## src/rtl/ddq_pkg.sv

```systemverilog
// ddq_pkg: shared sizes, command and result codes, and the queue item type
// for the bounded deque block; no dependencies
`timescale 1ns / 1ps

package ddq_pkg;

  // store size and derived widths
  localparam int DEPTH       = 32;
  localparam int MAX_RESULTS = 32;
  localparam int PTR_W       = $clog2(DEPTH);
  localparam int CNT_W       = $clog2(DEPTH + 1);
  localparam int SUM_W       = CNT_W + 1;
  localparam int RUN_MAX     = (DEPTH < MAX_RESULTS) ? DEPTH : MAX_RESULTS;

  // command codes on in_cmd
  localparam logic [3:0] CMD_ADD_FRONT   = 4'd0;
  localparam logic [3:0] CMD_ADD_BACK    = 4'd1;
  localparam logic [3:0] CMD_REM_FRONT   = 4'd2;
  localparam logic [3:0] CMD_REM_BACK    = 4'd3;
  localparam logic [3:0] CMD_REM_VAL     = 4'd4;
  localparam logic [3:0] CMD_PRINT_ALL   = 4'd5;
  localparam logic [3:0] CMD_PRINT_FIRST = 4'd6;
  localparam logic [3:0] CMD_PRINT_LAST  = 4'd7;
  localparam logic [3:0] CMD_CLEAR       = 4'd8;

  // decoded operation carried through the queue
  typedef enum logic [3:0] {
    OP_ADD_FRONT,
    OP_ADD_BACK,
    OP_REM_FRONT,
    OP_REM_BACK,
    OP_REM_VAL,
    OP_PRINT_ALL,
    OP_PRINT_FIRST,
    OP_PRINT_LAST,
    OP_CLEAR
  } op_t;

  // result kinds
  typedef enum logic [1:0] {
    KIND_ELEM  = 2'd0,
    KIND_EMPTY = 2'd1,
    KIND_NONE  = 2'd2,
    KIND_FULL  = 2'd3
  } kind_t;

  // back end sequencer states
  typedef enum logic [1:0] {
    ST_IDLE,
    ST_DEL,
    ST_PRINT
  } state_t;

  // one classified command
  typedef struct packed {
    op_t              op;
    logic [31:0]      value;
    logic [CNT_W-1:0] n;
  } q_item_t;

  localparam int QUEUE_DEPTH = 2;
  localparam int QPTR_W      = $clog2(QUEUE_DEPTH);
  localparam int QCNT_W      = $clog2(QUEUE_DEPTH + 1);

endpackage

```

## src/rtl/ddq_front.sv

```systemverilog
// ddq_front: decodes incoming commands, drops unknown codes and clamps
// the read-out count; depends on ddq_pkg
`timescale 1ns / 1ps

module ddq_front (
  input  logic                  start,
  input  logic                  q_full,
  input  logic [3:0]            in_cmd,
  input  logic signed [31:0]    in_operand,
  output logic                  busy,
  output logic                  push,
  output ddq_pkg::q_item_t      push_item
);
  import ddq_pkg::*;

  logic             known;
  logic [CNT_W-1:0] n_sat;

  // queue full holds off the sender
  assign busy = q_full;

  // negative counts become zero, large counts saturate to the store size
  always_comb begin
    if (in_operand[31]) begin
      n_sat = '0;
    end else if (in_operand[30:0] > 31'(DEPTH)) begin
      n_sat = CNT_W'(DEPTH);
    end else begin
      n_sat = in_operand[CNT_W-1:0];
    end
  end

  // command decode
  always_comb begin
    known        = 1'b1;
    push_item.op = OP_CLEAR;
    case (in_cmd)
      CMD_ADD_FRONT:   push_item.op = OP_ADD_FRONT;
      CMD_ADD_BACK:    push_item.op = OP_ADD_BACK;
      CMD_REM_FRONT:   push_item.op = OP_REM_FRONT;
      CMD_REM_BACK:    push_item.op = OP_REM_BACK;
      CMD_REM_VAL:     push_item.op = OP_REM_VAL;
      CMD_PRINT_ALL:   push_item.op = OP_PRINT_ALL;
      CMD_PRINT_FIRST: push_item.op = OP_PRINT_FIRST;
      CMD_PRINT_LAST:  push_item.op = OP_PRINT_LAST;
      CMD_CLEAR:       push_item.op = OP_CLEAR;
      default:         known = 1'b0;
    endcase
    push_item.value = in_operand;
    push_item.n     = n_sat;
  end

  // unknown commands are taken and dropped
  assign push = start && !q_full && known;

endmodule

```

## src/rtl/ddq_queue.sv

```systemverilog
// ddq_queue: small command queue between front and back end
// depends on ddq_pkg
`timescale 1ns / 1ps

module ddq_queue (
  input  logic                  clk,
  input  logic                  rst_n,
  input  logic                  push,
  input  ddq_pkg::q_item_t      push_item,
  input  logic                  pop,
  output logic                  q_full,
  output logic                  q_valid,
  output ddq_pkg::q_item_t      q_item
);
  import ddq_pkg::*;

  q_item_t           slot_r [QUEUE_DEPTH];
  logic [QPTR_W-1:0] wr_ptr_r, wr_ptr_nxt;
  logic [QPTR_W-1:0] rd_ptr_r, rd_ptr_nxt;
  logic [QCNT_W-1:0] fill_r, fill_nxt;

  assign q_full  = (fill_r == QCNT_W'(QUEUE_DEPTH));
  assign q_valid = (fill_r != '0);
  assign q_item  = slot_r[rd_ptr_r];

  // pointer and fill update
  always_comb begin
    wr_ptr_nxt = wr_ptr_r;
    rd_ptr_nxt = rd_ptr_r;
    fill_nxt   = fill_r;
    if (push) begin
      wr_ptr_nxt = (wr_ptr_r == QPTR_W'(QUEUE_DEPTH - 1)) ? '0 : wr_ptr_r + 1'b1;
    end
    if (pop) begin
      rd_ptr_nxt = (rd_ptr_r == QPTR_W'(QUEUE_DEPTH - 1)) ? '0 : rd_ptr_r + 1'b1;
    end
    if (push && !pop) begin
      fill_nxt = fill_r + 1'b1;
    end else if (pop && !push) begin
      fill_nxt = fill_r - 1'b1;
    end
  end

  // control state
  always_ff @(posedge clk) begin
    if (!rst_n) begin
      wr_ptr_r <= '0;
      rd_ptr_r <= '0;
      fill_r   <= '0;
    end else begin
      wr_ptr_r <= wr_ptr_nxt;
      rd_ptr_r <= rd_ptr_nxt;
      fill_r   <= fill_nxt;
    end
  end

  // payload slots
  always_ff @(posedge clk) begin
    if (push) begin
      slot_r[wr_ptr_r] <= push_item;
    end
  end

endmodule

```

## src/rtl/ddq_back.sv

```systemverilog
// ddq_back: entry memory kept as a ring, executes commands and walks
// the store for remove-by-value and read-outs; depends on ddq_pkg
`timescale 1ns / 1ps

module ddq_back (
  input  logic                  clk,
  input  logic                  rst_n,
  input  logic                  q_valid,
  input  ddq_pkg::q_item_t      q_item,
  output logic                  pop,
  output logic                  out_valid,
  output logic [1:0]            out_kind,
  output logic signed [31:0]    out_element,
  output logic                  out_last_of_run
);
  import ddq_pkg::*;

  // entry memory, one write and one registered read per cycle
  logic [31:0] mem [DEPTH];
  logic [31:0] rd_data_r;
  logic [PTR_W-1:0] raddr;
  logic [PTR_W-1:0] waddr;
  logic [31:0]      wdata;
  logic             we;

  state_t           state_r, state_nxt;
  logic [PTR_W-1:0] head_r, head_nxt;
  logic [CNT_W-1:0] count_r, count_nxt;
  logic [CNT_W-1:0] i_r, i_nxt;
  logic [CNT_W-1:0] j_r, j_nxt;
  logic             pend_r, pend_nxt;
  logic [CNT_W-1:0] start_r, start_nxt;
  logic [CNT_W-1:0] len_r, len_nxt;
  logic [CNT_W-1:0] k_r, k_nxt;
  logic [31:0]      val_r, val_nxt;
  logic             out_valid_r, out_valid_nxt;
  kind_t            out_kind_r, out_kind_nxt;
  logic             out_last_r, out_last_nxt;

  logic [CNT_W-1:0] n_eff;
  logic [CNT_W-1:0] run_len;
  logic             full;

  // ring address of a position counted from the front
  function automatic logic [PTR_W-1:0] ring_addr(logic [PTR_W-1:0] base,
                                                 logic [CNT_W-1:0] off);
    logic [SUM_W-1:0] s;
    s = SUM_W'(base) + SUM_W'(off);
    if (s >= SUM_W'(DEPTH)) begin
      s = s - SUM_W'(DEPTH);
    end
    return s[PTR_W-1:0];
  endfunction

  assign full = (count_r == CNT_W'(DEPTH));

  // read-out length: clamp to stored count, then to the run limit
  always_comb begin
    if (q_item.op == OP_PRINT_ALL) begin
      n_eff = count_r;
    end else begin
      n_eff = (q_item.n > count_r) ? count_r : q_item.n;
    end
    run_len = (n_eff > CNT_W'(RUN_MAX)) ? CNT_W'(RUN_MAX) : n_eff;
  end

  // sequencer next state and outputs
  always_comb begin
    state_nxt     = state_r;
    head_nxt      = head_r;
    count_nxt     = count_r;
    i_nxt         = i_r;
    j_nxt         = j_r;
    pend_nxt      = 1'b0;
    start_nxt     = start_r;
    len_nxt       = len_r;
    k_nxt         = k_r;
    val_nxt       = val_r;
    out_valid_nxt = 1'b0;
    out_kind_nxt  = out_kind_r;
    out_last_nxt  = 1'b0;
    pop           = 1'b0;
    we            = 1'b0;
    waddr         = head_r;
    wdata         = q_item.value;
    raddr         = ring_addr(head_r, i_r);

    case (state_r)
      ST_IDLE: begin
        if (q_valid) begin
          pop = 1'b1;
          case (q_item.op)
            OP_ADD_FRONT: begin
              if (full) begin
                out_valid_nxt = 1'b1;
                out_kind_nxt  = KIND_FULL;
                out_last_nxt  = 1'b1;
              end else begin
                head_nxt  = (head_r == '0) ? PTR_W'(DEPTH - 1) : head_r - 1'b1;
                we        = 1'b1;
                waddr     = head_nxt;
                count_nxt = count_r + 1'b1;
              end
            end
            OP_ADD_BACK: begin
              if (full) begin
                out_valid_nxt = 1'b1;
                out_kind_nxt  = KIND_FULL;
                out_last_nxt  = 1'b1;
              end else begin
                we        = 1'b1;
                waddr     = ring_addr(head_r, count_r);
                count_nxt = count_r + 1'b1;
              end
            end
            OP_REM_FRONT: begin
              if (count_r != '0) begin
                head_nxt  = (head_r == PTR_W'(DEPTH - 1)) ? '0 : head_r + 1'b1;
                count_nxt = count_r - 1'b1;
              end
            end
            OP_REM_BACK: begin
              if (count_r != '0) begin
                count_nxt = count_r - 1'b1;
              end
            end
            OP_REM_VAL: begin
              if (count_r != '0) begin
                val_nxt   = q_item.value;
                i_nxt     = '0;
                j_nxt     = '0;
                state_nxt = ST_DEL;
              end
            end
            OP_PRINT_ALL, OP_PRINT_FIRST, OP_PRINT_LAST: begin
              if (q_item.op == OP_PRINT_ALL && count_r == '0) begin
                out_valid_nxt = 1'b1;
                out_kind_nxt  = KIND_EMPTY;
                out_last_nxt  = 1'b1;
              end else if (n_eff == '0) begin
                out_valid_nxt = 1'b1;
                out_kind_nxt  = KIND_NONE;
                out_last_nxt  = 1'b1;
              end else begin
                len_nxt   = run_len;
                start_nxt = (q_item.op == OP_PRINT_LAST) ? count_r - run_len : '0;
                k_nxt     = '0;
                state_nxt = ST_PRINT;
              end
            end
            OP_CLEAR: begin
              count_nxt = '0;
            end
            default: begin
            end
          endcase
        end
      end

      // compaction: read position i, keep it at position j if it differs
      ST_DEL: begin
        if (i_r != count_r) begin
          raddr    = ring_addr(head_r, i_r);
          i_nxt    = i_r + 1'b1;
          pend_nxt = 1'b1;
        end
        if (pend_r && (rd_data_r != val_r)) begin
          we    = 1'b1;
          waddr = ring_addr(head_r, j_r);
          wdata = rd_data_r;
          j_nxt = j_r + 1'b1;
        end
        if (i_r == count_r && !pend_r) begin
          count_nxt = j_r;
          state_nxt = ST_IDLE;
        end
      end

      // read-out: one entry per cycle straight to the output
      ST_PRINT: begin
        raddr         = ring_addr(head_r, start_r + k_r);
        out_valid_nxt = 1'b1;
        out_kind_nxt  = KIND_ELEM;
        out_last_nxt  = (k_r == len_r - 1'b1);
        k_nxt         = k_r + 1'b1;
        if (k_r == len_r - 1'b1) begin
          state_nxt = ST_IDLE;
        end
      end

      default: begin
        state_nxt = ST_IDLE;
      end
    endcase
  end

  // control state
  always_ff @(posedge clk) begin
    if (!rst_n) begin
      state_r     <= ST_IDLE;
      head_r      <= '0;
      count_r     <= '0;
      pend_r      <= 1'b0;
      out_valid_r <= 1'b0;
    end else begin
      state_r     <= state_nxt;
      head_r      <= head_nxt;
      count_r     <= count_nxt;
      pend_r      <= pend_nxt;
      out_valid_r <= out_valid_nxt;
    end
  end

  // walk and result payload
  always_ff @(posedge clk) begin
    i_r        <= i_nxt;
    j_r        <= j_nxt;
    start_r    <= start_nxt;
    len_r      <= len_nxt;
    k_r        <= k_nxt;
    val_r      <= val_nxt;
    out_kind_r <= out_kind_nxt;
    out_last_r <= out_last_nxt;
  end

  // entry memory ports
  always_ff @(posedge clk) begin
    if (we) begin
      mem[waddr] <= wdata;
    end
    rd_data_r <= mem[raddr];
  end

  // result ports
  assign out_valid       = out_valid_r;
  assign out_kind        = out_kind_r;
  assign out_last_of_run = out_last_r;
  assign out_element     = (out_kind_r == KIND_ELEM) ? rd_data_r : '0;

endmodule

```

## src/rtl/bounded_deque_with_value_delete.sv

```systemverilog
// bounded_deque_with_value_delete: top level of the bounded deque
// depends on ddq_pkg, ddq_front, ddq_queue, ddq_back
// Single results are registered by the back end once the command leaves the command
// queue; read-out elements also pass the read-out state and the registered memory read.
// Adds, removes and clear are executed directly from the idle state; a read-out makes one
// memory read per element; remove-by-value on a non-empty store makes one memory read per
// entry and one write per kept entry. A two-entry command queue sets when busy rises.
// Reset: synchronous, active low; store comes up empty, no clearing pass.
// Results are strobed on out_valid for one cycle; the receiver cannot stall.
`timescale 1ns / 1ps

module bounded_deque_with_value_delete (
  input  logic                clk,
  input  logic                rst_n,
  input  logic                start,
  output logic                busy,
  input  logic [3:0]          in_cmd,
  input  logic signed [31:0]  in_operand,
  output logic                out_valid,
  output logic [1:0]          out_kind,
  output logic signed [31:0]  out_element,
  output logic                out_last_of_run
);
  import ddq_pkg::*;

  logic    push;
  logic    pop;
  logic    q_full;
  logic    q_valid;
  q_item_t push_item;
  q_item_t q_item;

  // decode and classify
  ddq_front u_front (
    .start      (start),
    .q_full     (q_full),
    .in_cmd     (in_cmd),
    .in_operand (in_operand),
    .busy       (busy),
    .push       (push),
    .push_item  (push_item)
  );

  // command queue
  ddq_queue u_queue (
    .clk       (clk),
    .rst_n     (rst_n),
    .push      (push),
    .push_item (push_item),
    .pop       (pop),
    .q_full    (q_full),
    .q_valid   (q_valid),
    .q_item    (q_item)
  );

  // execution and storage
  ddq_back u_back (
    .clk             (clk),
    .rst_n           (rst_n),
    .q_valid         (q_valid),
    .q_item          (q_item),
    .pop             (pop),
    .out_valid       (out_valid),
    .out_kind        (out_kind),
    .out_element     (out_element),
    .out_last_of_run (out_last_of_run)
  );

endmodule
```

## config.mk

```make
export PLATFORM = sky130hd
export DESIGN_NAME = bounded_deque_with_value_delete
export DESIGN_NICKNAME = d
export VERILOG_FILES = /design/src/rtl/ddq_pkg.sv /design/src/rtl/ddq_front.sv /design/src/rtl/ddq_queue.sv /design/src/rtl/ddq_back.sv /design/src/rtl/bounded_deque_with_value_delete.sv
export SDC_FILE = /design/constraint.sdc
export NUM_CORES = 1
export LEC_CHECK = 0
export BUFFER_PORTS_ARGS = -buffer_cell sky130_fd_sc_hd__buf_2
export CORE_ASPECT_RATIO = 0.5
export CORE_MARGIN = 5
export CORE_UTILIZATION = 57
export CTS_CLUSTER_SIZE = 25
export DETAILED_ROUTE_END_ITERATION = 10
export GPL_ROUTABILITY_DRIVEN = 1
export MAX_ROUTING_LAYER = met4
export PLACE_DENSITY = 0.8
export SYNTH_ARGS = -nofsm -noshare
export SYNTH_HDL_FRONTEND = slang
export SYNTH_SLANG_ARGS = --single-unit
```

## constraint.sdc

```tcl
create_clock -name clk -period 6.1 [get_ports clk]
set_clock_uncertainty 0.15 [all_clocks]
set_input_delay 0.915 -clock clk [delete_from_list [all_inputs] [get_ports clk]]
set_output_delay 0.915 -clock clk [all_outputs]
set_load 0.05 [all_outputs]
```

==> results.toml <==
[run_status]
status = "finished, final reports clean"

[sta]
setup_violations = 0
whs_ns = 0.274
finalCritPeriodShare_pct = 86.8
finalHoldViolCount = 0
finalCriticalPeriod_ns = 5.30
worst_pin_slew_ns = 1.19
fin_setup_tns_ns = 0
rsz0062_at_grt = "no"
slew_viol_final = 0
fmax_ghz = 0.189
max-slew-margin-rel_pct = 20.0

[logic_synthesis]
ys_seq_area_share_pct = 73.0
syn_nets = 2560
synth-async-reset-ratio_pct = 0
synth_cell_type_count = 73
synth-main-ff-cell = "edfxtp_1"
synth_largest_area_cell = "edfxtp_1"
synth_seq_cells = 1224
synth_warnings = 0
netlist.area_leader.share_pct = 70.8
synth_edf_count = 1171
yosysMostFrequentCell = "edfxtp_1"
synthTopCellsByArea = "edfxtp_1, mux4_2, mux2i_1, mux2_2, dfxtp_1"
netlist_area_um2 = 49600
synth_common_cells = "edfxtp_1, mux4_2, mux2i_1, mux2_2, clkbuf_1"
syn_avg_cell_area_um2 = 20.0
netlist_instances = 2477

[critical_path]
crit_required_ns = 6.26
ff2ff_setup_slack_ns = 0.80
start_kind = "flip-flop"
setup.worst_path.class = "reg2reg"
worstPathArrival_ns = 5.46
rr_worst_depth = 7
r2r_end = "u_back.mem[9][21]$_DFFE_PP_"
r2r-start = "u_back.val_r[31]$_DFFE_PP_"
endpoint = "u_back.mem[9][21]$_DFFE_PP_"
critPathMaxFanout = 32
startpoint = "u_back.val_r[31]$_DFFE_PP_"
critPathCaptureType = "flip-flop"

[finish]
drive_above_1_share_pct = 26.4
syn_to_final_growth_pct = 11.9
nets = 2696
fillers = 5434
fin_area_um2 = 55500

[floorplan]
die_area_um2 = 93500
start_util_pct = 57.6
die_h_um = 219
core_area_um2 = 86200
io_pins = 76
fp.dieW_um = 427
rows = 76

[route]
via_count = 25600
firstDrtPassIters = 5
m1WireLength_mm = 45.5
drc_errors = 0
detail-route-antenna-nets = 0
wl_per_cell_um = 31.1
via_per_inst = 6.60
first_iter_violations = 3575
route.met3.wl_mm = 12.0
maxUsedRoutingLayer = "met4"
wl_met2_mm = 58.9
wl_mm = 121

[clock_network]
clockBufferDepth = 3
cts_tree = "done"
htree_levels = 3
cts-root-buf = "clkbuf_16"
clk_latency_ns = 0.70
cts_buffers = 102
ctsResizeCount = 0
clk_pin_slew_ns = 0.06
cts.sinks = 1224
postCtsHoldBufs = 0
post_cts_buffers = 0

[place]
post-dp-hpwl_mm = 67.4
placed_area_um2 = 52200
gp_congestion = 0.880
io_buffers = 75

[hold_path]
hp-class = "in2reg"
hp-start = "in_operand[15]"

[global_routing]
antenna_found_initial = 3
grt_overflow_total = 0
grt_usage_pct = 26.9
grt_pass1_vias = 26200
grt_max_degree = 64
grt_pass1_wl_mm = 177

[power]
p_leak_uw = 0.0185
power_density_nw_per_um2 = 425
peakVddDrop_mv = 0.283

[run]
maxCapViolations = 0
area by class of cell:
cell class	instances	area (um^2)	area share (%)
Clock buffer	147	2850	5.14
Multi-Input combinational cell	1109	13300	23.9
Tap cell	1170	1460	2.64
Antenna cell	2	5.00	0.00901
Inverter	26	97.6	0.176
Timing Repair Buffer	150	1140	2.05
Clock inverter	42	492	0.885
Sequential cell	1224	36200	65.2
metrics by stage:
| stage | worst slack [ns] | total power (uW) | util, % | std cells |
|---|---|---|---|---|
| finish | 0.804 | 23600 | 64.4 | 3870 |
| global route | 0.621 | 24500 | 64.4 | 3870 |
| CTS | 0.910 | 23700 | 64.4 | 3868 |
| detailed placement | 1.02 | 17100 | 60.5 | 3679 |
| global placement | 1.08 | 16900 | 60.5 | 3679 |
| floorplan | -0.307 | 15000 | - | 2477 |
how the worst min path moves through the flow:
stage | slack (ns) | end | depth (start not counted)
6_report | 0.27 | u_queue.slot_r[0][21]$_DFFE_PP_ | 1
5_1_grt | 0.25 | u_queue.slot_r[0][30]$_DFFE_PP_ | 1
4_1_cts | 0.23 | u_queue.slot_r[1][33]$_DFFE_PP_ | 1
3_5_place_dp | 0.35 | u_queue.rd_ptr_r$_SDFFE_PN0P_ | 2
3_3_place_gp | 0.34 | u_queue.rd_ptr_r$_SDFFE_PN0P_ | 2
2_1_floorplan | 0.32 | flip-flop | 2
power by group:
group	switching (uW)	internal [uW]
sequential	335	10000
clock	2970	3650
combinational	3810	2840
registers in the layout (all words and copies together), names as in the netlist, 5 cells and up, named ones only:
name,count
u_queue.slot_r,84
u_back.k_r,6
u_back.start_r,5
u_back.count_r,6
u_back.head_r,5
u_back.val_r,32
u_back.rd_data_r,32
u_back.mem,1024
u_back.i_r,6
u_back.len_r,6
u_back.j_r,6
layer usage:
metal,track usage [%],up-vias
met2,41.9,1584
met3,5.57,253
met4,8.45,0
met5,-,-
met1,36.4,13300
li1,-,10400
kinds of logic (layout without fill, tap and decap cells):
group                      after synthesis  count (layout)  share of synthesized area (%)
adders and majority gates               44              44                           1.20
other                                    0               2                              0
DFF                                   1224            1224                           73.0
AOI/OAI and AO/OA                      145             145                           1.97
muxes                                  557             557                           17.9
and+or+nand+nor                        280             280                           3.33
buffers and inverters                  144             365                           1.13
xor gates and xnor gates                83              83                           1.46
worst max-delay path, stage by stage (launching register included):
cell and delay (ns):
edfxtp_1 0.39, xnor2_1 0.57, nand4_1 0.42, or4_1 0.74, o21ai_1 0.46, a221o_1 0.29, nand4_1 0.69, and4b_2 1.16
placed cells by master (no fill, tap or decap), drive strengths merged, types with 34 or more instances in the layout:
cell and count:
edfxtp 1171, mux4 256, mux2i 195, buf 150, clkbuf 147, mux2 106, nor2 68, xnor2 61
dfxtp 53, and2 44, ha 38, nand2 37, a21oi 34
(Power assumes the default switching activity.)
